[config.mk]
export PLATFORM = sky130hd
export DESIGN_NAME = periodic_task_tick_scheduler_unit
export DESIGN_NICKNAME = d
export VERILOG_FILES = /design/src/rtl/pttsu_pkg.sv /design/src/rtl/pttsu_ram.sv /design/src/rtl/pttsu_front.sv /design/src/rtl/pttsu_back.sv /design/src/rtl/periodic_task_tick_scheduler_unit.sv
export VERILOG_INCLUDE_DIRS = /design/src /design/src/rtl
export SDC_FILE = /design/constraint.sdc
export NUM_CORES = 1
export LEC_CHECK = 0
export ABC_AREA = 1
export BUFFER_PORTS_ARGS = -buffer_cell sky130_fd_sc_hd__buf_2
export CORE_MARGIN = 2
export CORE_UTILIZATION = 55
export DETAILED_ROUTE_END_ITERATION = 10
export PLACE_DENSITY = 0.71
export RECOVER_POWER = 50
export SYNTH_ARGS = -nofsm -noshare
export SYNTH_HDL_FRONTEND = slang
export SYNTH_SLANG_ARGS = --single-unit
[constraint.sdc]
create_clock -name clock -period 4.8 [get_ports clock]
set_input_delay 0.96 -clock clock [delete_from_list [all_inputs] [get_ports clock]]
set_output_delay 0.96 -clock clock [all_outputs]
set_load 0.01 [all_outputs]
[src/rtl/periodic_task_tick_scheduler_unit_macros.svh]
// assertion macros shared by the scheduler rtl
`ifndef PERIODIC_TASK_TICK_SCHEDULER_UNIT_MACROS_SVH
`define PERIODIC_TASK_TICK_SCHEDULER_UNIT_MACROS_SVH

// consequent checked in the same cycle as the antecedent
`define PTTSU_ASSERT_SAME(label, ante, cons, msg) \
   label: assert property (@(posedge clock) disable iff (reset) (ante) |-> (cons)) \
      else $error(msg);

// consequent checked in the cycle after the antecedent
`define PTTSU_ASSERT_NEXT(label, ante, cons, msg) \
   label: assert property (@(posedge clock) disable iff (reset) (ante) |=> (cons)) \
      else $error(msg);

`endif

[src/rtl/pttsu_pkg.sv]
// shared types and constants of the tick scheduler
package pttsu_pkg;

   localparam int OP_W     = 3;
   localparam int SLOT_W   = 6;
   localparam int REQ_SLOT_W = 8;
   localparam int DELAY_W  = 16;
   localparam int STAT_W   = 2;

   localparam logic [OP_W-1:0] OP_TICK   = 3'd0;
   localparam logic [OP_W-1:0] OP_CREATE = 3'd1;
   localparam logic [OP_W-1:0] OP_DELETE = 3'd2;
   localparam logic [OP_W-1:0] OP_PLAY   = 3'd3;
   localparam logic [OP_W-1:0] OP_PAUSE  = 3'd4;

   localparam logic [STAT_W-1:0] STAT_OK    = 2'd0;
   localparam logic [STAT_W-1:0] STAT_RANGE = 2'd1;
   localparam logic [STAT_W-1:0] STAT_SLOT  = 2'd2;

   // command class worked out by the front end
   typedef enum logic [2:0] {
      K_TICK,
      K_CREATE,
      K_DELETE,
      K_PLAY,
      K_PAUSE,
      K_NOP,
      K_RANGE
   } cmd_kind_type;

   typedef struct packed {
      cmd_kind_type              kind;
      logic [SLOT_W-1:0]         slot;
      logic [DELAY_W-1:0]        first_delay;
      logic [DELAY_W-1:0]        period;
      logic                      start_running;
   } cmd_type;

   // queue head as seen by the back end
   typedef struct packed {
      logic    valid;
      cmd_type cmd;
   } q_head_type;

   typedef enum logic [1:0] {
      ST_IDLE,
      ST_WALK,
      ST_FLUSH,
      ST_CLOSE
   } state_type;

endpackage

[src/rtl/pttsu_ram.sv]
// generic single write port ram with registered read
module pttsu_ram #(
   parameter int WIDTH = 32,
   parameter int DEPTH = 16
) (
   input  logic                                          clock,
   input  logic                                          wr_en,
   input  logic [((DEPTH > 1) ? $clog2(DEPTH) : 1)-1:0]  wr_addr,
   input  logic [WIDTH-1:0]                              wr_data,
   input  logic [((DEPTH > 1) ? $clog2(DEPTH) : 1)-1:0]  rd_addr,
   output logic [WIDTH-1:0]                              rd_data
);
   logic [WIDTH-1:0] mem_ff [DEPTH];
   logic [WIDTH-1:0] rd_data_ff;

   // write port and registered read port
   always_ff @(posedge clock) begin
      if (wr_en) begin
         mem_ff[wr_addr] <= wr_data;
      end
      rd_data_ff <= mem_ff[rd_addr];
   end

   assign rd_data = rd_data_ff;
endmodule

[src/rtl/pttsu_front.sv]
// front end: command classification and two word queue
`include "periodic_task_tick_scheduler_unit_macros.svh"
module pttsu_front #(
   parameter int SLOTS = 16
) (
   input  logic                                 clock,
   input  logic                                 reset,
   input  logic                                 start,
   output logic                                 busy,
   input  logic [pttsu_pkg::OP_W-1:0]           req_op,
   input  logic [pttsu_pkg::REQ_SLOT_W-1:0]     req_slot,
   input  logic [pttsu_pkg::DELAY_W-1:0]        req_first_delay,
   input  logic [pttsu_pkg::DELAY_W-1:0]        req_period,
   input  logic                                 req_start_running,
   output pttsu_pkg::q_head_type                q_head,
   input  logic                                 q_pop
);
   pttsu_pkg::cmd_type      entry_ff [2];
   logic                    wr_ptr_ff, wr_ptr_in;
   logic                    rd_ptr_ff, rd_ptr_in;
   logic [1:0]              count_ff, count_in;
   pttsu_pkg::cmd_kind_type kind;
   pttsu_pkg::cmd_type      new_cmd;
   logic                    push;

   // classify the incoming word
   always_comb begin
      priority if (req_op == pttsu_pkg::OP_TICK) begin
         kind = pttsu_pkg::K_TICK;
      end else if (req_op > pttsu_pkg::OP_PAUSE) begin
         kind = pttsu_pkg::K_NOP;
      end else if (req_slot >= pttsu_pkg::REQ_SLOT_W'(SLOTS)) begin
         kind = pttsu_pkg::K_RANGE;
      end else if (req_op == pttsu_pkg::OP_CREATE) begin
         kind = pttsu_pkg::K_CREATE;
      end else if (req_op == pttsu_pkg::OP_DELETE) begin
         kind = pttsu_pkg::K_DELETE;
      end else if (req_op == pttsu_pkg::OP_PLAY) begin
         kind = pttsu_pkg::K_PLAY;
      end else begin
         kind = pttsu_pkg::K_PAUSE;
      end
   end

   always_comb begin
      new_cmd.kind          = kind;
      new_cmd.slot          = req_slot[pttsu_pkg::SLOT_W-1:0];
      new_cmd.first_delay   = req_first_delay;
      new_cmd.period        = req_period;
      new_cmd.start_running = req_start_running;
   end

   assign busy = (count_ff == 2'd2);
   assign push = start && !busy;

   // queue pointers and fill count
   always_comb begin
      wr_ptr_in = push  ? ~wr_ptr_ff : wr_ptr_ff;
      rd_ptr_in = q_pop ? ~rd_ptr_ff : rd_ptr_ff;
      unique case ({push, q_pop})
         2'b10:   count_in = count_ff + 2'd1;
         2'b01:   count_in = count_ff - 2'd1;
         default: count_in = count_ff;
      endcase
   end

   always_ff @(posedge clock) begin
      if (reset) begin
         wr_ptr_ff <= 1'b0;
         rd_ptr_ff <= 1'b0;
         count_ff  <= 2'd0;
      end else begin
         wr_ptr_ff <= wr_ptr_in;
         rd_ptr_ff <= rd_ptr_in;
         count_ff  <= count_in;
      end
   end

   // queue storage
   always_ff @(posedge clock) begin
      if (push) begin
         entry_ff[wr_ptr_ff] <= new_cmd;
      end
   end

   assign q_head.valid = (count_ff != 2'd0);
   assign q_head.cmd   = entry_ff[rd_ptr_ff];

   `PTTSU_ASSERT_SAME(a_count_bound, 1'b1, count_ff != 2'd3, "queue count overflow")
   `PTTSU_ASSERT_SAME(a_pop_not_empty, q_pop, count_ff != 2'd0, "pop from empty queue")
endmodule

[src/rtl/pttsu_back.sv]
// back end: executes commands and walks the slot table on a tick
`include "periodic_task_tick_scheduler_unit_macros.svh"
module pttsu_back #(
   parameter int SLOTS = 16
) (
   input  logic                                 clock,
   input  logic                                 reset,
   input  pttsu_pkg::q_head_type                q_head,
   output logic                                 q_pop,
   output logic                                 rsp_strobe,
   output logic                                 rsp_fired,
   output logic [pttsu_pkg::SLOT_W-1:0]         rsp_fired_slot,
   output logic [pttsu_pkg::STAT_W-1:0]         rsp_status_code,
   output logic                                 rsp_last
);
   localparam int IDX_W  = (SLOTS > 1) ? $clog2(SLOTS) : 1;
   localparam int DW     = pttsu_pkg::DELAY_W;
   localparam int WORD_W = 2 * DW;

   pttsu_pkg::state_type        state_ff, state_in;
   logic [IDX_W-1:0]            walk_ff, walk_in;
   logic                        p1_vld_ff, p1_vld_in;
   logic [IDX_W-1:0]            p1_idx_ff, p1_idx_in;
   logic [SLOTS-1:0]            occ_ff, occ_in;
   logic [SLOTS-1:0]            run_ff, run_in;
   logic                        strobe_ff, strobe_in;
   logic                        fired_ff, fired_in;
   logic [pttsu_pkg::SLOT_W-1:0] fslot_ff, fslot_in;
   logic [pttsu_pkg::STAT_W-1:0] status_ff, status_in;
   logic                        last_ff, last_in;

   logic                        ram_we;
   logic [IDX_W-1:0]            ram_waddr;
   logic [WORD_W-1:0]           ram_wdata;
   logic [WORD_W-1:0]           ram_rdata;
   logic [DW-1:0]               rd_delay;
   logic [DW-1:0]               rd_period;
   logic [IDX_W-1:0]            cmd_idx;

   // delay and period per slot, period in the upper half
   pttsu_ram #(
      .WIDTH (WORD_W),
      .DEPTH (SLOTS)
   ) u_table (
      .clock   (clock),
      .wr_en   (ram_we),
      .wr_addr (ram_waddr),
      .wr_data (ram_wdata),
      .rd_addr (walk_ff),
      .rd_data (ram_rdata)
   );

   assign rd_delay  = ram_rdata[DW-1:0];
   assign rd_period = ram_rdata[WORD_W-1:DW];
   assign cmd_idx   = q_head.cmd.slot[IDX_W-1:0];

   // next state, table updates and result word
   always_comb begin
      state_in  = state_ff;
      walk_in   = walk_ff;
      p1_vld_in = 1'b0;
      p1_idx_in = p1_idx_ff;
      occ_in    = occ_ff;
      run_in    = run_ff;
      strobe_in = 1'b0;
      fired_in  = 1'b0;
      fslot_in  = '0;
      status_in = pttsu_pkg::STAT_OK;
      last_in   = 1'b0;
      ram_we    = 1'b0;
      ram_waddr = p1_idx_ff;
      ram_wdata = ram_rdata;
      q_pop     = 1'b0;

      // walk stage: count down, fire and reload one slot
      if (p1_vld_ff && occ_ff[p1_idx_ff]) begin
         if (rd_delay != '0) begin
            ram_we    = 1'b1;
            ram_wdata = {rd_period, rd_delay - DW'(1)};
         end else begin
            if (run_ff[p1_idx_ff]) begin
               strobe_in = 1'b1;
               fired_in  = 1'b1;
               fslot_in  = pttsu_pkg::SLOT_W'(p1_idx_ff);
            end
            if (rd_period != '0) begin
               ram_we    = 1'b1;
               ram_wdata = {rd_period, rd_period - DW'(1)};
            end
         end
      end

      unique case (state_ff)
         pttsu_pkg::ST_IDLE: begin
            if (q_head.valid) begin
               q_pop = 1'b1;
               if (q_head.cmd.kind == pttsu_pkg::K_TICK) begin
                  state_in = pttsu_pkg::ST_WALK;
                  walk_in  = '0;
               end else begin
                  strobe_in = 1'b1;
                  last_in   = 1'b1;
               end
               unique case (q_head.cmd.kind)
                  pttsu_pkg::K_TICK, pttsu_pkg::K_NOP: begin
                  end
                  pttsu_pkg::K_RANGE: begin
                     status_in = pttsu_pkg::STAT_RANGE;
                  end
                  pttsu_pkg::K_CREATE: begin
                     if (occ_ff[cmd_idx]) begin
                        status_in = pttsu_pkg::STAT_SLOT;
                     end else begin
                        occ_in[cmd_idx] = 1'b1;
                        run_in[cmd_idx] = q_head.cmd.start_running;
                        ram_we    = 1'b1;
                        ram_waddr = cmd_idx;
                        ram_wdata = {q_head.cmd.period, q_head.cmd.first_delay};
                     end
                  end
                  pttsu_pkg::K_DELETE: begin
                     if (!occ_ff[cmd_idx]) begin
                        status_in = pttsu_pkg::STAT_SLOT;
                     end else begin
                        occ_in[cmd_idx] = 1'b0;
                     end
                  end
                  pttsu_pkg::K_PLAY: begin
                     if (!occ_ff[cmd_idx]) begin
                        status_in = pttsu_pkg::STAT_SLOT;
                     end else begin
                        run_in[cmd_idx] = 1'b1;
                     end
                  end
                  pttsu_pkg::K_PAUSE: begin
                     if (!occ_ff[cmd_idx]) begin
                        status_in = pttsu_pkg::STAT_SLOT;
                     end else begin
                        run_in[cmd_idx] = 1'b0;
                     end
                  end
                  default: begin
                  end
               endcase
            end
         end
         pttsu_pkg::ST_WALK: begin
            p1_vld_in = 1'b1;
            p1_idx_in = walk_ff;
            if (walk_ff == IDX_W'(SLOTS - 1)) begin
               state_in = pttsu_pkg::ST_FLUSH;
            end else begin
               walk_in = walk_ff + IDX_W'(1);
            end
         end
         pttsu_pkg::ST_FLUSH: begin
            state_in = pttsu_pkg::ST_CLOSE;
         end
         pttsu_pkg::ST_CLOSE: begin
            strobe_in = 1'b1;
            last_in   = 1'b1;
            state_in  = pttsu_pkg::ST_IDLE;
         end
         default: begin
            state_in = pttsu_pkg::ST_IDLE;
         end
      endcase
   end

   // control state
   always_ff @(posedge clock) begin
      if (reset) begin
         state_ff  <= pttsu_pkg::ST_IDLE;
         p1_vld_ff <= 1'b0;
         occ_ff    <= '0;
         run_ff    <= '0;
         strobe_ff <= 1'b0;
      end else begin
         state_ff  <= state_in;
         p1_vld_ff <= p1_vld_in;
         occ_ff    <= occ_in;
         run_ff    <= run_in;
         strobe_ff <= strobe_in;
      end
   end

   // payload registers
   always_ff @(posedge clock) begin
      walk_ff   <= walk_in;
      p1_idx_ff <= p1_idx_in;
      fired_ff  <= fired_in;
      fslot_ff  <= fslot_in;
      status_ff <= status_in;
      last_ff   <= last_in;
   end

   assign rsp_strobe      = strobe_ff;
   assign rsp_fired       = fired_ff;
   assign rsp_fired_slot  = fslot_ff;
   assign rsp_status_code = status_ff;
   assign rsp_last        = last_ff;

   `PTTSU_ASSERT_SAME(a_close_drained, state_ff == pttsu_pkg::ST_CLOSE, !p1_vld_ff, "walk stage busy at close")
   `PTTSU_ASSERT_SAME(a_flush_last_slot, state_ff == pttsu_pkg::ST_FLUSH, p1_vld_ff && (p1_idx_ff == IDX_W'(SLOTS - 1)), "flush without last slot")
   `PTTSU_ASSERT_NEXT(a_walk_follows, state_ff == pttsu_pkg::ST_WALK, p1_vld_ff && (p1_idx_ff == $past(walk_ff)), "walk stage lost a slot")
endmodule

[src/rtl/periodic_task_tick_scheduler_unit.sv]
// Top level of the tick scheduler: front end, command queue and back end.
// A command other than a tick gives a single result word, registered as the back end pops it.
// A tick holds the back end for the walk, one slot table read per cycle, then a
// flush state that drains the table pipeline and a close state for the closing word.
// Commands are taken one per cycle while the two word queue has room.
// Reset empties the slot table; delay and period storage is left as is.
module periodic_task_tick_scheduler_unit #(
   parameter int SLOTS = 16
) (
   input  logic                                 clock,
   input  logic                                 reset,
   input  logic                                 start,
   output logic                                 busy,
   input  logic [pttsu_pkg::OP_W-1:0]           req_op,
   input  logic [pttsu_pkg::REQ_SLOT_W-1:0]     req_slot,
   input  logic [pttsu_pkg::DELAY_W-1:0]        req_first_delay,
   input  logic [pttsu_pkg::DELAY_W-1:0]        req_period,
   input  logic                                 req_start_running,
   output logic                                 rsp_strobe,
   output logic                                 rsp_fired,
   output logic [pttsu_pkg::SLOT_W-1:0]         rsp_fired_slot,
   output logic [pttsu_pkg::STAT_W-1:0]         rsp_status_code,
   output logic                                 rsp_last
);
   pttsu_pkg::q_head_type q_head;
   logic                  q_pop;

   // classify and queue commands
   pttsu_front #(
      .SLOTS (SLOTS)
   ) u_front (
      .clock             (clock),
      .reset             (reset),
      .start             (start),
      .busy              (busy),
      .req_op            (req_op),
      .req_slot          (req_slot),
      .req_first_delay   (req_first_delay),
      .req_period        (req_period),
      .req_start_running (req_start_running),
      .q_head            (q_head),
      .q_pop             (q_pop)
   );

   // execute commands and ticks
   pttsu_back #(
      .SLOTS (SLOTS)
   ) u_back (
      .clock           (clock),
      .reset           (reset),
      .q_head          (q_head),
      .q_pop           (q_pop),
      .rsp_strobe      (rsp_strobe),
      .rsp_fired       (rsp_fired),
      .rsp_fired_slot  (rsp_fired_slot),
      .rsp_status_code (rsp_status_code),
      .rsp_last        (rsp_last)
   );
endmodule

* After elaboration in Yosys (flattened, before gate mapping)
Memory sizes are Yosys's and may differ from the RTL's. A register that Yosys moved wholly into a read port is not among the register bits.
Index checks and enable logic that the tools add are counted.
W data, S select, Z words.
** Cells by class
- $add $sub $neg :: 5
- Magnitude comparators :: 5
- Equal/unequal tests :: 23
- Mux-type cells :: 70
- Bitwise gates (word level) :: 9
- Reduce and logical (&&, ||, !) cells :: 22
** Operators with widths (number)
- $mux W16 :: 8
- $mux W32 :: 4
- $pmux W16 S3 :: 1
- $and A16 B16 Y16 :: 2
- $or A16 B16 Y16 :: 2
- $pmux W16 S2 :: 1
- $reduce_bool A16 Y1 :: 2
- $sub A16 B1 Y16 const B :: 2
- $mux W4 :: 7
- $mux W1 :: 27
- $mux W3 :: 6
- $bwmux W16 :: 1
- $not A16 Y16 :: 1
- $bmux W1 S4 :: 3
- $eq A3 B2 Y1 const B :: 4
- $lt A4 B5 Y1 const B :: 2
- $mux W2 :: 5
- $ne A2 B1 Y1 const B :: 5
- $eq A2 B2 Y1 const B :: 4
- $ge A8 B5 Y1 const B :: 1
- $pmux W2 S4 :: 1
- $pmux W4 S2 :: 1
- $reduce_bool A2 Y1 :: 4
- $eq A3 B1 Y1 const B :: 2
- 26 further kinds :: 38
** Storage, ports and cells
- Bits in registers :: 58
- Memory bits (writable) :: 596
- Bits of input ports :: 47
- Output and inout port bits :: 12
- Logic and storage cells :: 151
- Memories :: 2
** Memory list
- u_back.u_table.mem_ff :: depth 16, width 32, read ports 1, clocked after Yosys merged registers in 1, wr ports 1, RTL line pttsu_ram.sv:13 : logic [WIDTH-1:0] mem_ff [DEPTH];
- u_front.entry_ff :: depth 2, width 42, read ports 1, clocked after Yosys merged registers in 1, wr ports 1, RTL line pttsu_front.sv:18 : pttsu_pkg::cmd_type entry_ff [2];

* Longest topological paths before layout
Gate-level depths: netlist (run 1).
- Depth in word-level cells :: 10
- Depth in mapped cells :: 18
- Depth with buffers taken out :: 16

* Modules after synthesis
From an unflattened synthesis (run 1), not the netlist that was laid out.
** Unflattened totals
- Cell total of the unflattened synthesis :: 3155
- Area, all modules :: 31162.4 um2
** By module, submodules not included
- pttsu_ram :: instances 1, cells an instance 2120, area an instance 22730.6 um2, sequential area each 16015.4 um2
- pttsu_back :: instances 1, cells an instance 854, area an instance 4903.5 um2, sequential area each 1121.1 um2
- pttsu_front :: instances 1, cells an instance 181, area an instance 3528.4 um2, sequential area each 2622.5 um2

* Worst setup path before layout (run 1)
No wires, ideal clock.
- Kind :: reg2reg
- From :: reg u_back.state_ff[0]
- To :: mem u_back.u_table.mem_ff[0][0], enable pin
- Setup time :: 421 ps
- Arrival :: 3125 ps
- Required time :: 4379 ps
- Slack :: 1254 ps
- Cell stages (with the launch flop) :: 12
- Buffers on the path :: 1
- Period minus slack after synthesis :: 3546 ps
- Cells stage by stage :: dfxtp_1 > inv_1 > ha_1 > inv_1 > nor2_1 > inv_1 > nor2_1 > nand2_4 > buf_6 > o21ai_4 > nand2_1 > nor2_1
** Between the ends
- Word-level cells in the longest chain between the ends :: 4
- Elaborated cells on any way between the ends :: 5
- Those cells by class :: mux (4); reduce/logical (1)
** RTL lines
- start, declared :: RTL line pttsu_back.sv:20 : pttsu_pkg::state_type state_ff, state_in;
- start signal, assigned :: RTL line pttsu_back.sv:173 : state_ff <= pttsu_pkg::ST_IDLE;
- start signal, assigned :: RTL line pttsu_back.sv:179 : state_ff <= state_in;
- $logic_not A2 Y1 * :: RTL line pttsu_back.sv:93 : unique case (state_ff)
- $mux W1 :: RTL line pttsu_back.sv:93
- $mux W1 :: RTL line pttsu_ram.sv:18 : if (wr_en) begin
- $mux W1 (implied by the code) :: RTL line pttsu_ram.sv:19 : mem_ff[wr_addr] <= wr_data;
- end, declared :: RTL line pttsu_ram.sv:13
Every way passes the cells marked *; elsewhere a longest branch is shown, timed or not.

==> results of run 1 <==
-- sequential cells by signal, indices dropped and copies added, names as in the netlist, 2 cells and up, named ones only --
name / flops
u_front.count_ff: 2
u_front.entry_ff: 80
u_back.rsp_status_code: 2
u_back.u_table.mem_ff: 512
u_back.state_ff: 2
u_back.rsp_fired_slot: 4
u_back.p1_idx_ff: 4
u_back.walk_ff: 4
u_back.u_table.rd_data: 32
-- worst register-to-register path: cells and delay by family (launching register included) --
kind                   cells  cell delay, ns
buffers and inverters      2            3.15
DFF                        1            0.36
and+or+nand+nor            3            0.67
-- per-stage QoR --
stage	hold WS, ns	utilization	cell area [um2]	total power (uW)
4_1_cts	0.454	0.628	31600	19900
3_3_place_gp	0.429	0.580	29200	14100
3_5_place_dp	0.446	0.580	29200	14300
2_1_floorplan	0.426	-	28100	11900
6_report	0.457	0.624	31400	19800
5_1_grt	0.470	0.624	31400	20600
-- synthesized netlist by cell type, types with 3 or more instances --
library cell,count
nand2_2,15
a31oi_1,18
clkbuf_1,108
clkinv_1,3
o21ai_4,3
o21ai_1,16
edfxtp_1,600
o221ai_1,50
a21oi_1,53
nand3b_1,3
nand4_1,3
nor3_1,6
nand2_1,291
nand2_4,4
inv_1,78
buf_1,7
nor2_1,435
nand3_1,145
o22ai_1,79
buf_6,7
inv_2,7
xnor2_1,8
buf_2,11
o211ai_1,33
ha_1,8
or2_2,8
mux2i_1,3
xor2_1,13
dfxtp_1,81
buf_4,7
o21ai_0,320
-- report_power, final --
group          internal (uW)  leakage (uW)  switching, uW
logic                   1490       0.00334           4640
clock network           3310       0.00117           2280
registers               7690       0.00610            340
total                  12500        0.0106           7260
-- path summary, 6_finish.rpt --
check / to / slack (ns) / cells after the start / from
max: u_back.u_table.rd_data[3]$_DFF_P_ / 0.54 / 5 / u_back.walk_ff[2]$_SDFFCE_PN0P_
max reg2reg: u_back.u_table.rd_data[3]$_DFF_P_ / 0.54 / 5 / u_back.walk_ff[2]$_SDFFCE_PN0P_
min: flip-flop / 0.46 / 1 / u_front.rd_ptr_ff$_SDFFE_PP0P_
min reg2reg: flip-flop / 0.46 / 1 / u_front.rd_ptr_ff$_SDFFE_PP0P_
-- kinds of logic after synthesis --
| logic type | count (synthesis) | share of synthesized area |
|---|---|---|
| xor+xnor | 21 | 0.00655 |
| flops | 681 | 0.699 |
| mux | 3 | 0.00107 |
| fa+ha+maj | 8 | 0.00356 |
| compound gates | 581 | 0.120 |
| buf+inv | 231 | 0.0345 |
| simple gates | 920 | 0.135 |
| other cells | 1 | 0.000133 |
-- per-layer routing --
| layer | global-route usage | routed length, um | up-vias | part of all wire |
|---|---|---|---|---|
| li1 | - | - | 8895 | - |
| met1 | 0.339 | 28000 | 9528 | 0.39 |
| met2 | 0.465 | 36200 | 700 | 0.51 |
| met3 | 0.0393 | 3980 | 144 | 0.056 |
| met4 | 0.110 | 2700 | 0 | 0.038 |
| met5 | 0 | 0 | - | 0 |
-- final cells by class --
type                    instances  area share
clock buffers                  88      0.0616
inverters                      90      0.0112
well taps                     672      0.0268
repair buffers                108      0.0184
flip-flops and latches        681       0.626
multi-input cells            1535       0.242
clock inverters                40      0.0147
-- placed cells by master (no fill, tap or decap), types with 15 or more instances in the layout --
cell type	synthesis	final
a21oi_1	53	53
o211ai_1	33	33
nand2_1	291	293
clkinv_1	3	15
clkbuf_16	0	73
nand3_1	145	146
nor2_4	1	17
a31oi_1	18	18
o21ai_0	320	323
o22ai_1	79	79
nor2_1	435	419
dfxtp_1	81	81
buf_4	7	26
o221ai_1	50	50
inv_1	78	76
buf_2	11	20
clkbuf_1	108	68
edfxtp_1	600	600
clkinv_2	0	15
==> metrics.md, run 1 <==
| Metric | Value |
|---|---|
| Slowest CP cell | `clkbuf_1` |
| Post-synth top area cell | `edfxtp_1` |
| Antenna viol nets, final | `0` |
| Overall Global Routing Usage | `0.268` |
| Fin Setup TNS | `0 ns` |
| Worst EP required | `5.31 ns` |
| Dpl ws | `1.06 ns` |
| Wire per inst | `22.1 um` |
| Crit path DAT | `4.77 ns` |
| Hold_buf cts | `0` |
| Post-synthesis async set-or-reset flop share | `0` |
| Worst setup EP type | `flip-flop` |
| Drt pass-1 iters | `5` |
| Vias | `19300` |
| GP Congestion | `0.898` |
| Mapped Avg Cell Area | `11.5 um2` |
| Antenna violations before repair | `0` |
| Distinct cells, synth | `52` |
| P_leak | `0.0106 uW` |
| Vias in the first global route | `18800` |
| IO Count | `59` |
| CTS buffer count | `70` |
| H-tree levels | `3` |
| Port Buf Inserts | `56` |
| Area delta synth->final | `11.7%` |
| Sequential fraction of the synthesis area | `0.699` |
| Final hold violations | `0` |
| Final setup margin | `0.536 ns` |
| Final Max Tran Viols | `221` |
| WS Path Type | `reg -> reg` |
| Max cap viols | `4` |
| CTS tree | `built` |
| Max Freq | `0.235 GHz` |
| Die W | `230 um` |
| Share of layout cells above drive strength 1 | `0.0854` |
| Non-filler cells, final | `3214` |
| PD cells | `629 nW/um2` |
| Fill count | `3938` |
| Skew final | `0.0312 ns` |
| Cells after Synth | `2446` |
| Startpoint Class | `flip-flop` |
| Rows | `82` |
| Clk sink count | `681` |
| Fin nets | `2541` |
| Antenna diode count | `0` |
| Worst Hold Class | `reg -> reg` |
| Number of remaining DRC errors | `0` |
| CORE AREA | `50300 um2` |
| First-pass GRT wire length | `108 mm` |
| Outcome | `finished, violations left` |
| Sequential cell area | `19600 um2` |
| Normalized max-slew margin | `-1.36` |
| Delay-heaviest family, CP | `buffers and inverters` |
| Cts repair resizes | `0` |
| Iter 0 DRT Violations | `2216` |
| Worst Path Buf+Inv | `2` |
| CP max stage delay | `2.11 ns` |
| Vert. Die Dim | `230 um` |
| Area used by multi-input combinational logic | `7590 um2` |
| Tcrit/Tclk final | `0.888` |
| Placed insts | `3086` |
| Critical Path Most Common Cell | `nand2_1` |
| IR drop worst, VDD | `436 uV` |
| Max clock buf depth | `3` |
| Vias per cell | `5.99` |
| Critical path, cell by cell | `clkbuf_1 > nand2_1 > inv_1 > nand2_1 > nand3_1` |
| Clock-pin slew of the registers on the worst-case setup and hold paths | `0.06 ns` |
| Die area | `52900 um2` |
| Main area contributors after synthesis | `edfxtp_1, nor2_1, dfxtp_1` |
| Final setup fails | `0` |
| Ys flop type | `edfxtp_1` |
| DPL Wire Length | `42.9 mm` |
| Insertion delay to the later sink of the worst-skew pair | `0.62 ns` |
| Share of the synthesized area in the top cell type | `0.641` |
| Least-Margin Pin Slew | `3.52 ns` |
| Final WL | `70.9 mm` |
| Largest net degree at the start of global routing | `171` |
| EDFF count, synth | `600` |
| Setup Fix Bufs, Post-CTS | `0` |
| Starting Density | `0.559` |
| Crit Path Max Fanout | `50` |
| Failing checks | `capacitance limit, slew limit` |
| Synth warnings | `0` |
| Tmin final | `4.26 ns` |
| Synthesized cell area | `28100 um2` |
| CTS root buf | `clkbuf_16` |
| RSZ-0062 raised after global routing | `false` |
| Gr ovfl total | `0` |
| Synth Register Bits | `681` |
Power figures use the tool's default switching activity.
==> run 2: changes to the inputs <==
--- a/config.mk
+++ b/config.mk
@@ -8,10 +8,11 @@
 export LEC_CHECK = 0
 export ABC_AREA = 1
 export BUFFER_PORTS_ARGS = -buffer_cell sky130_fd_sc_hd__buf_2
-export CORE_MARGIN = 2
-export CORE_UTILIZATION = 55
+export CELL_PAD_IN_SITES_DETAIL_PLACEMENT = 1
+export CELL_PAD_IN_SITES_GLOBAL_PLACEMENT = 1
+export CORE_UTILIZATION = 51
 export DETAILED_ROUTE_END_ITERATION = 10
-export PLACE_DENSITY = 0.71
+export PLACE_DENSITY_LB_ADDON = 0.1
 export RECOVER_POWER = 50
 export SYNTH_ARGS = -nofsm -noshare
 export SYNTH_HDL_FRONTEND = slang
==> run 2 against run 1 <==
Effect of this change: the flow still finishes with violations (capacitance limit, slew limit); utilization decreased by 4.3 points; cell area grew 0.33%; global-route usage up 3.1 points; power grew 3.3%; setup slack worse by 0.020 ns; flip-flop and latch count is the same; via count is 2.3% higher; worst hold slack gained 0.0014 ns; clock skew about the same; combinational power is 8.3% higher; routed wire length increased by 17%; register-to-register slack worse by 0.02 ns.
==> metrics.md, run 2 (synthesis results as in run 1) <==
| Metric | Value |
|---|---|
| Crit path DAT | `4.73 ns (-0.04 ns)` |
| Failing checks | `capacitance limit, slew limit` |
| Final hold violations | `0 (unchanged)` |
| Die area | `56000 um2 (+5.9%)` |
| Final Max Tran Viols | `216 (-2.3%)` |
| Antenna viol nets, final | `0 (unchanged)` |
| Gr ovfl total | `0 (unchanged)` |
| IO Count | `59 (unchanged)` |
| Iter 0 DRT Violations | `1554 (-30%)` |
| Most common cell after layout, fill and taps aside | `edfxtp_1` |
| Cts repair resizes | `0 (unchanged)` |
| Wire per inst | `25.6 um (+16%)` |
| Clk sink count | `681 (unchanged)` |
| Starting Density | `0.519 (-0.0398)` |
| Slowest CP cell | `clkinvlp_4` |
| Max clock buf depth | `3 (unchanged)` |
| Normalized max-slew margin | `-1.36 (-0.00819)` |
| First-pass GRT wire length | `125 mm (+16%)` |
| Worst setup EP type | `flip-flop` |
| DPL Wire Length | `52.5 mm (+22%)` |
| Clock-pin slew of the registers on the worst-case setup and hold paths | `0.06 ns (about the same)` |
| Most frequent cells in the layout | `edfxtp_1, nor2_1, o21ai_0, nand2_1, nand3_1` |
| P_leak | `0.0107 uW (+0.39%)` |
| Overall Global Routing Usage | `0.299 (+0.0311)` |
| Number of remaining DRC errors | `0 (unchanged)` |
| Vias in the first global route | `20600 (+9.3%)` |
| Critical path, cell by cell | `clkinvlp_4 > clkbuf_2 > o21ai_0 > o22ai_1 > o211ai_1 > nand3_1` |
| Fin nets | `2550 (+0.35%)` |
| H-tree levels | `3 (unchanged)` |
| Share of layout cells above drive strength 1 | `0.0874 (+0.00205)` |
| Final setup fails | `0 (unchanged)` |
| CP max stage delay | `1.53 ns (-0.58 ns)` |
| Largest Register | `u_back.u_table.mem_ff` |
| Skew final | `0.0314 ns (+0.000177 ns)` |
| Antenna violations before repair | `2 (+2)` |
| Dpl ws | `0.922 ns (-0.139 ns)` |
| WS Path Type | `reg -> reg` |
| Tmin final | `4.28 ns (+0.0202 ns)` |
| Vias per cell | `6.07 (+1.2%)` |
| CTS root buf | `clkbuf_16` |
| Vias | `19700 (+2.3%)` |
| Startpoint Class | `flip-flop` |
| Number of flip-flops in the largest register | `512 (unchanged)` |
| Insertion delay to the later sink of the worst-skew pair | `0.63 ns (about the same)` |
| Worst Hold Class | `reg -> reg` |
| Area delta synth->final | `12.1%` |
| Drt pass-1 iters | `5 (unchanged)` |
| Antenna diode count | `0 (unchanged)` |
| PD cells | `648 nW/um2 (+3.0%)` |
| CTS buffer count | `72 (+2.9%)` |
| CTS tree | `built` |
| Fill count | `5578 (+42%)` |
| Least-Margin Pin Slew | `3.53 ns (+0.0122 ns)` |
| GP Congestion | `0.890 (-0.86%)` |
| Final setup margin | `0.515 ns (-0.0202 ns)` |
| CORE AREA | `54100 um2 (+7.7%)` |
| Largest net degree at the start of global routing | `174 (+1.8%)` |
| IR drop worst, VDD | `428 uV (-1.9%)` |
| Setup Fix Bufs, Post-CTS | `0 (unchanged)` |
| Port Buf Inserts | `56 (unchanged)` |
| Tcrit/Tclk final | `0.893 (+0.00421)` |
| Crit Path Max Fanout | `116 (+130%)` |
| Worst EP required | `5.25 ns (-0.06 ns)` |
| Final WL | `83.2 mm (+17%)` |
| Vert. Die Dim | `237 um (+2.9%)` |
| Die W | `237 um (+2.9%)` |
| Rows | `85 (+3.7%)` |
| Hold Worst Slack | `0.458 ns (+0.00138 ns)` |
| Max Freq | `0.233 GHz (-0.47%)` |
| Hold_buf cts | `0 (unchanged)` |
| RSZ-0062 raised after global routing | `false` |
| Outcome | `finished, violations left` |
| Fin Setup TNS | `0 ns (unchanged)` |
| Max cap viols | `4 (unchanged)` |
-- run 2: cell types whose count changed in the layout (fill, tap and decap cells not counted), sizes merged --
cell    delta
buf        +6
clkbuf    +10
clkinv     -8
inv        +1
-- run 2: per-layer routing --
metal	routed length, um	GRT usage
met5	18	0
met4	3180	0.122
met3	4080	0.0477
met2	42000	0.514
met1	34000	0.378
-- run 2: area by class of cell --
class | instances | area, um2 | share of cell area
Sequential cell | 681 | 19600 | 0.624
Tap cell | 696 | 871 | 0.0277
Inverter | 90 | 350 | 0.0111
Multi-Input combinational cell | 1535 | 7590 | 0.241
Clock buffer | 97 | 1990 | 0.0631
Clock inverter | 33 | 418 | 0.0133
Timing Repair Buffer | 115 | 641 | 0.0203
-- run 2: metrics by stage --
step / utilization / total power [uW] / std cells / instance area [um2]
2_1_floorplan: - / 11900 / 2447 / 28100
3_3_place_gp: 0.541 / 14500 / 3117 / 29300
3_5_place_dp: 0.541 / 14800 / 3117 / 29300
4_1_cts: 0.585 / 20500 / 3247 / 31700
5_1_grt: 0.582 / 21200 / 3247 / 31500
6_report: 0.582 / 20400 / 3247 / 31500
-- run 2: critical path, delay by kind of cell (launching register included) --
kind | cells | cell delay, ns
buffers and inverters | 2 | 2.36
AOI/OAI and AO/OA | 3 | 0.84
DFF | 1 | 0.55
and+or+nand+nor | 1 | 0.24
-- run 2: final timing paths --
check        cells past startpoint                            endpoint  slack, ns                             from
max reg2reg                      6  u_back.u_table.rd_data[18]$_DFF_P_       0.52  u_back.walk_ff[0]$_SDFFCE_PN0P_
max                              6  u_back.u_table.rd_data[18]$_DFF_P_       0.52  u_back.walk_ff[0]$_SDFFCE_PN0P_
min                              1      u_front.rd_ptr_ff$_SDFFE_PP0P_       0.46   u_front.rd_ptr_ff$_SDFFE_PP0P_
min reg2reg                      1      u_front.rd_ptr_ff$_SDFFE_PP0P_       0.46   u_front.rd_ptr_ff$_SDFFE_PP0P_
-- run 2: power by group --
part	switching, uW	internal (uW)	total [uW]
clock network	2350	3360	5710
logic	5140	1500	6640
registers	349	7700	8050
==> run 3: changes to the inputs <==
--- a/config.mk
+++ b/config.mk
@@ -6,11 +6,10 @@
 export SDC_FILE = /design/constraint.sdc
 export NUM_CORES = 1
 export LEC_CHECK = 0
-export ABC_AREA = 1
 export BUFFER_PORTS_ARGS = -buffer_cell sky130_fd_sc_hd__buf_2
 export CELL_PAD_IN_SITES_DETAIL_PLACEMENT = 1
 export CELL_PAD_IN_SITES_GLOBAL_PLACEMENT = 1
-export CORE_UTILIZATION = 51
+export CORE_UTILIZATION = 55
 export DETAILED_ROUTE_END_ITERATION = 10
 export PLACE_DENSITY_LB_ADDON = 0.1
 export RECOVER_POWER = 50
==> constraint.sdc (replaced) <==
create_clock -name clock -period 4.8 [get_ports clock]
set_input_delay 0.96 -clock clock [delete_from_list [all_inputs] [get_ports clock]]
set_output_delay 0.96 -clock clock [all_outputs]
set_load 0.02 [all_outputs]
==> run 3 against run 2 <==
Effect of this change: area after synthesis fell by 2.2%; highest routed layer is now met4; non-clock buffer count up 11; critical path depth increased by 6; count of clock-buffer cells in the layout grew 2; critical endpoint is now u_back.u_table.mem_ff[4][26]$_DFFE_PP_; combinational power is 34% lower; largest cell class unchanged; routed wire length decreased by 19%; the run still ends with capacitance limit, slew limit left; clock skew decreased by 0.00054 ns; critical path type unchanged.
==> metrics.md, run 3 <==
| Metric | Value |
|---|---|
| Delay-heaviest family, CP | `buffers and inverters` |
| Skew final | `0.0308 ns (-0.000537 ns)` |
| Most frequent cells in the layout | `edfxtp_1, mux4_2, dfxtp_1, mux2i_1, clkbuf_16` |
| Final setup margin | `0.412 ns (-0.103 ns)` |
| Area delta synth->final | `13.5%` |
| Worst setup EP type | `flip-flop` |
| Tmin final | `4.39 ns (+0.103 ns)` |
| Synth warnings | `0 (unchanged)` |
| Post-synth top area cell | `edfxtp_1` |
| Most frequent cells after synthesis | `edfxtp_1, mux4_2, dfxtp_1` |
| Largest Register | `u_back.u_table.mem_ff` |
| Failing checks | `capacitance limit, slew limit` |
| Startpoint Class | `flip-flop` |
| Crit Path Max Fanout | `16 (-86%)` |
| First-pass GRT wire length | `100 mm (-20%)` |
| IO Count | `59 (unchanged)` |
| Worst EP required | `5.11 ns (-0.14 ns)` |
| Hold_buf cts | `0 (unchanged)` |
| Synth Register Bits | `681 (unchanged)` |
| Largest net degree at the start of global routing | `131 (-25%)` |
| Die area | `50800 um2 (-9.2%)` |
| Distinct cells, synth | `80 (+54%)` |
| Fin nets | `1642 (-36%)` |
| Share of the synthesized area in the top cell type | `0.656 (+0.0145)` |
| Worst Hold Class | `reg -> reg` |
| Vias per cell | `6.31 (+4.0%)` |
| Ys flop type | `edfxtp_1` |
| Antenna viol nets, final | `0 (unchanged)` |
| Gr ovfl total | `0 (unchanged)` |
| Main area contributors after synthesis | `edfxtp_1, mux4_2, dfxtp_1` |
| Most frequent cell after synthesis | `edfxtp_1` |
| Crit path DAT | `4.70 ns (-0.03 ns)` |
| Starting Density | `0.559 (+0.0400)` |
| Tcrit/Tclk final | `0.914 (+0.0215)` |
| Hold Path Origin | `u_back.walk_ff[1]$_SDFFCE_PN0P_` |
| Number of flip-flops in the largest register | `512 (unchanged)` |
| Clk sink count | `681 (unchanged)` |
| Drt pass-1 iters | `5 (unchanged)` |
| Sequential fraction of the synthesis area | `0.715 (+0.0158)` |
| Insertion delay to the later sink of the worst-skew pair | `0.61 ns (-0.02 ns)` |
| Vias | `14600 (-26%)` |
| Worst r2r src | `u_back.state_ff[0]$_SDFFE_PP0P_` |
| Setup Fix Bufs, Post-CTS | `0 (unchanged)` |
| Die W | `225 um (-4.7%)` |
| Placed insts | `2178 (-30%)` |
| Slowest CP cell | `clkbuf_1` |
| DPL Wire Length | `41.9 mm (-20%)` |
| Worst Path Buf+Inv | `5 (+3)` |
| Number of remaining DRC errors | `0 (unchanged)` |
| CTS root buf | `clkbuf_16` |
| Normalized max-slew margin | `-1.39 (-0.0310)` |
| Critical path, cell by cell | `inv_1 > ha_1 > o21ai_0 > clkbuf_1 > nor2_1 > nand2_1 > nor2_4 > clkbuf_1 > buf_4 > nor2_1 > a21oi_1 > clkbuf_1` |
| Final setup fails | `0 (unchanged)` |
| IR drop worst, VDD | `403 uV (-5.8%)` |
| Cts repair resizes | `0 (unchanged)` |
| Most common cell after layout, fill and taps aside | `edfxtp_1` |
| Least-Margin Pin Slew | `3.59 ns (+0.0595 ns)` |
| Critical path launch point | `u_back.state_ff[0]$_SDFFE_PP0P_` |
| Final hold violations | `0 (unchanged)` |
| Max Freq | `0.228 GHz (-2.4%)` |
| Final Max Tran Viols | `246 (+14%)` |
| H-tree levels | `3 (unchanged)` |
| Dpl ws | `0.668 ns (-0.253 ns)` |
| Wire per inst | `29.3 um (+14%)` |
| CP max stage delay | `0.59 ns (-0.94 ns)` |
| Cells after Synth | `1463 (-40%)` |
| Antenna violations before repair | `0 (-2)` |
| Final WL | `67.6 mm (-19%)` |
| Max clock buf depth | `3 (unchanged)` |
| EDFF count, synth | `600 (unchanged)` |
| CTS buffer count | `71 (-1.4%)` |
| Antenna diode count | `0 (unchanged)` |
| P_leak | `0.00995 uW (-6.6%)` |
| CTS tree | `built` |
| Mapped Avg Cell Area | `18.8 um2 (+64%)` |
| CORE AREA | `49200 um2 (-9.2%)` |
| RSZ-0062 raised after global routing | `false` |
| Iter 0 DRT Violations | `1231 (-21%)` |
| Synthesized cell area | `27500 um2 (-2.2%)` |
| Post-synthesis async set-or-reset flop share | `0 (unchanged)` |
| Rows | `81 (-4.7%)` |
| Vias in the first global route | `15500 (-25%)` |
| WS Path Type | `reg -> reg` |
| Overall Global Routing Usage | `0.276 (-0.0229)` |
| Outcome | `finished, violations left` |
| Critical Path Most Common Cell | `clkbuf_1` |
| PD cells | `573 nW/um2 (-12%)` |
| GP Congestion | `0.932 (+4.7%)` |
| Clock-pin slew of the registers on the worst-case setup and hold paths | `0.06 ns (about the same)` |
| Share of layout cells above drive strength 1 | `0.240 (+0.152)` |
| Vert. Die Dim | `225 um (-4.7%)` |
| Fill count | `4171 (-25%)` |
| Port Buf Inserts | `56 (unchanged)` |
| Max cap viols | `5 (+1)` |
| Non-filler cells, final | `2307 (-29%)` |
run 3: changes by cell type after synthesis, sizes merged, moves of 40 or more:
cell    previous run  this run
o221ai            50         0
clkbuf           109        42
nor2             437        54
o22ai             79         8
inv               87        13
o21ai            341        35
mux4               0       169
nand2b             0        40
mux2i              3        75
nand3            146        16
nand2            310        41
run 3: path summary, 6_finish.rpt:
path	end	slack, ns	depth (start not counted)
worst max-delay path	u_back.u_table.mem_ff[4][26]$_DFFE_PP_	0.41	12
worst max register to register	u_back.u_table.mem_ff[4][26]$_DFFE_PP_	0.41	12
worst min-delay path	u_back.p1_idx_ff[1]$_DFFE_PP_	0.45	0
worst min register to register	u_back.p1_idx_ff[1]$_DFFE_PP_	0.45	0
run 3: kinds of logic (layout without fill, tap and decap cells):
logic type | Yosys count | after routing | share of synthesized area
DFF | 681 | 681 | 0.715
xor gates and xnor gates | 17 | 17 | 0.00542
muxes | 250 | 250 | 0.168
AOI/OAI and AO/OA | 151 | 151 | 0.0380
adders and majority gates | 8 | 8 | 0.00364
buffers and inverters | 89 | 268 | 0.0142
and+or+nand+nor | 266 | 266 | 0.0553
other | 1 | 2 | 0.000136
run 3: per-stage QoR:
stage                     instance area (um2)  hold slack (ns)  power [uW]   util  TNS, ns
after floorplan                         27500            0.424       10800      -  -0.0532
after global placement                  29100            0.457       12400  0.592        0
after detailed placement                29100            0.471       12500  0.592        0
after CTS                               31400            0.479       17900  0.638        0
after global routing                    31200            0.483       18500  0.634        0
final                                   31200            0.451       17900  0.634        0
run 3: per-layer routing:
layer	track usage	routed length (um)
met5	0	0
met4	0.0724	1350
met3	0.0403	3390
met2	0.454	33600
met1	0.391	29300
run 3: power breakdown:
part,leakage [uW],internal (uW),switching [uW],total [uW]
Combinational,0.00273,1760,2650,4410
Sequential,0.00609,7620,429,8040
Clock,0.00113,3190,2210,5400
Total,0.00995,12600,5290,17900
run 3: cell type report:
class	instances	area, um2	area share
clock buffers	99	2000	0.0642
clock inverters	30	294	0.00943
inverters	13	48.8	0.00156
multi-input cells	694	7530	0.242
flip-flops and latches	681	19600	0.630
well taps	664	831	0.0266
repair buffers	126	832	0.0267
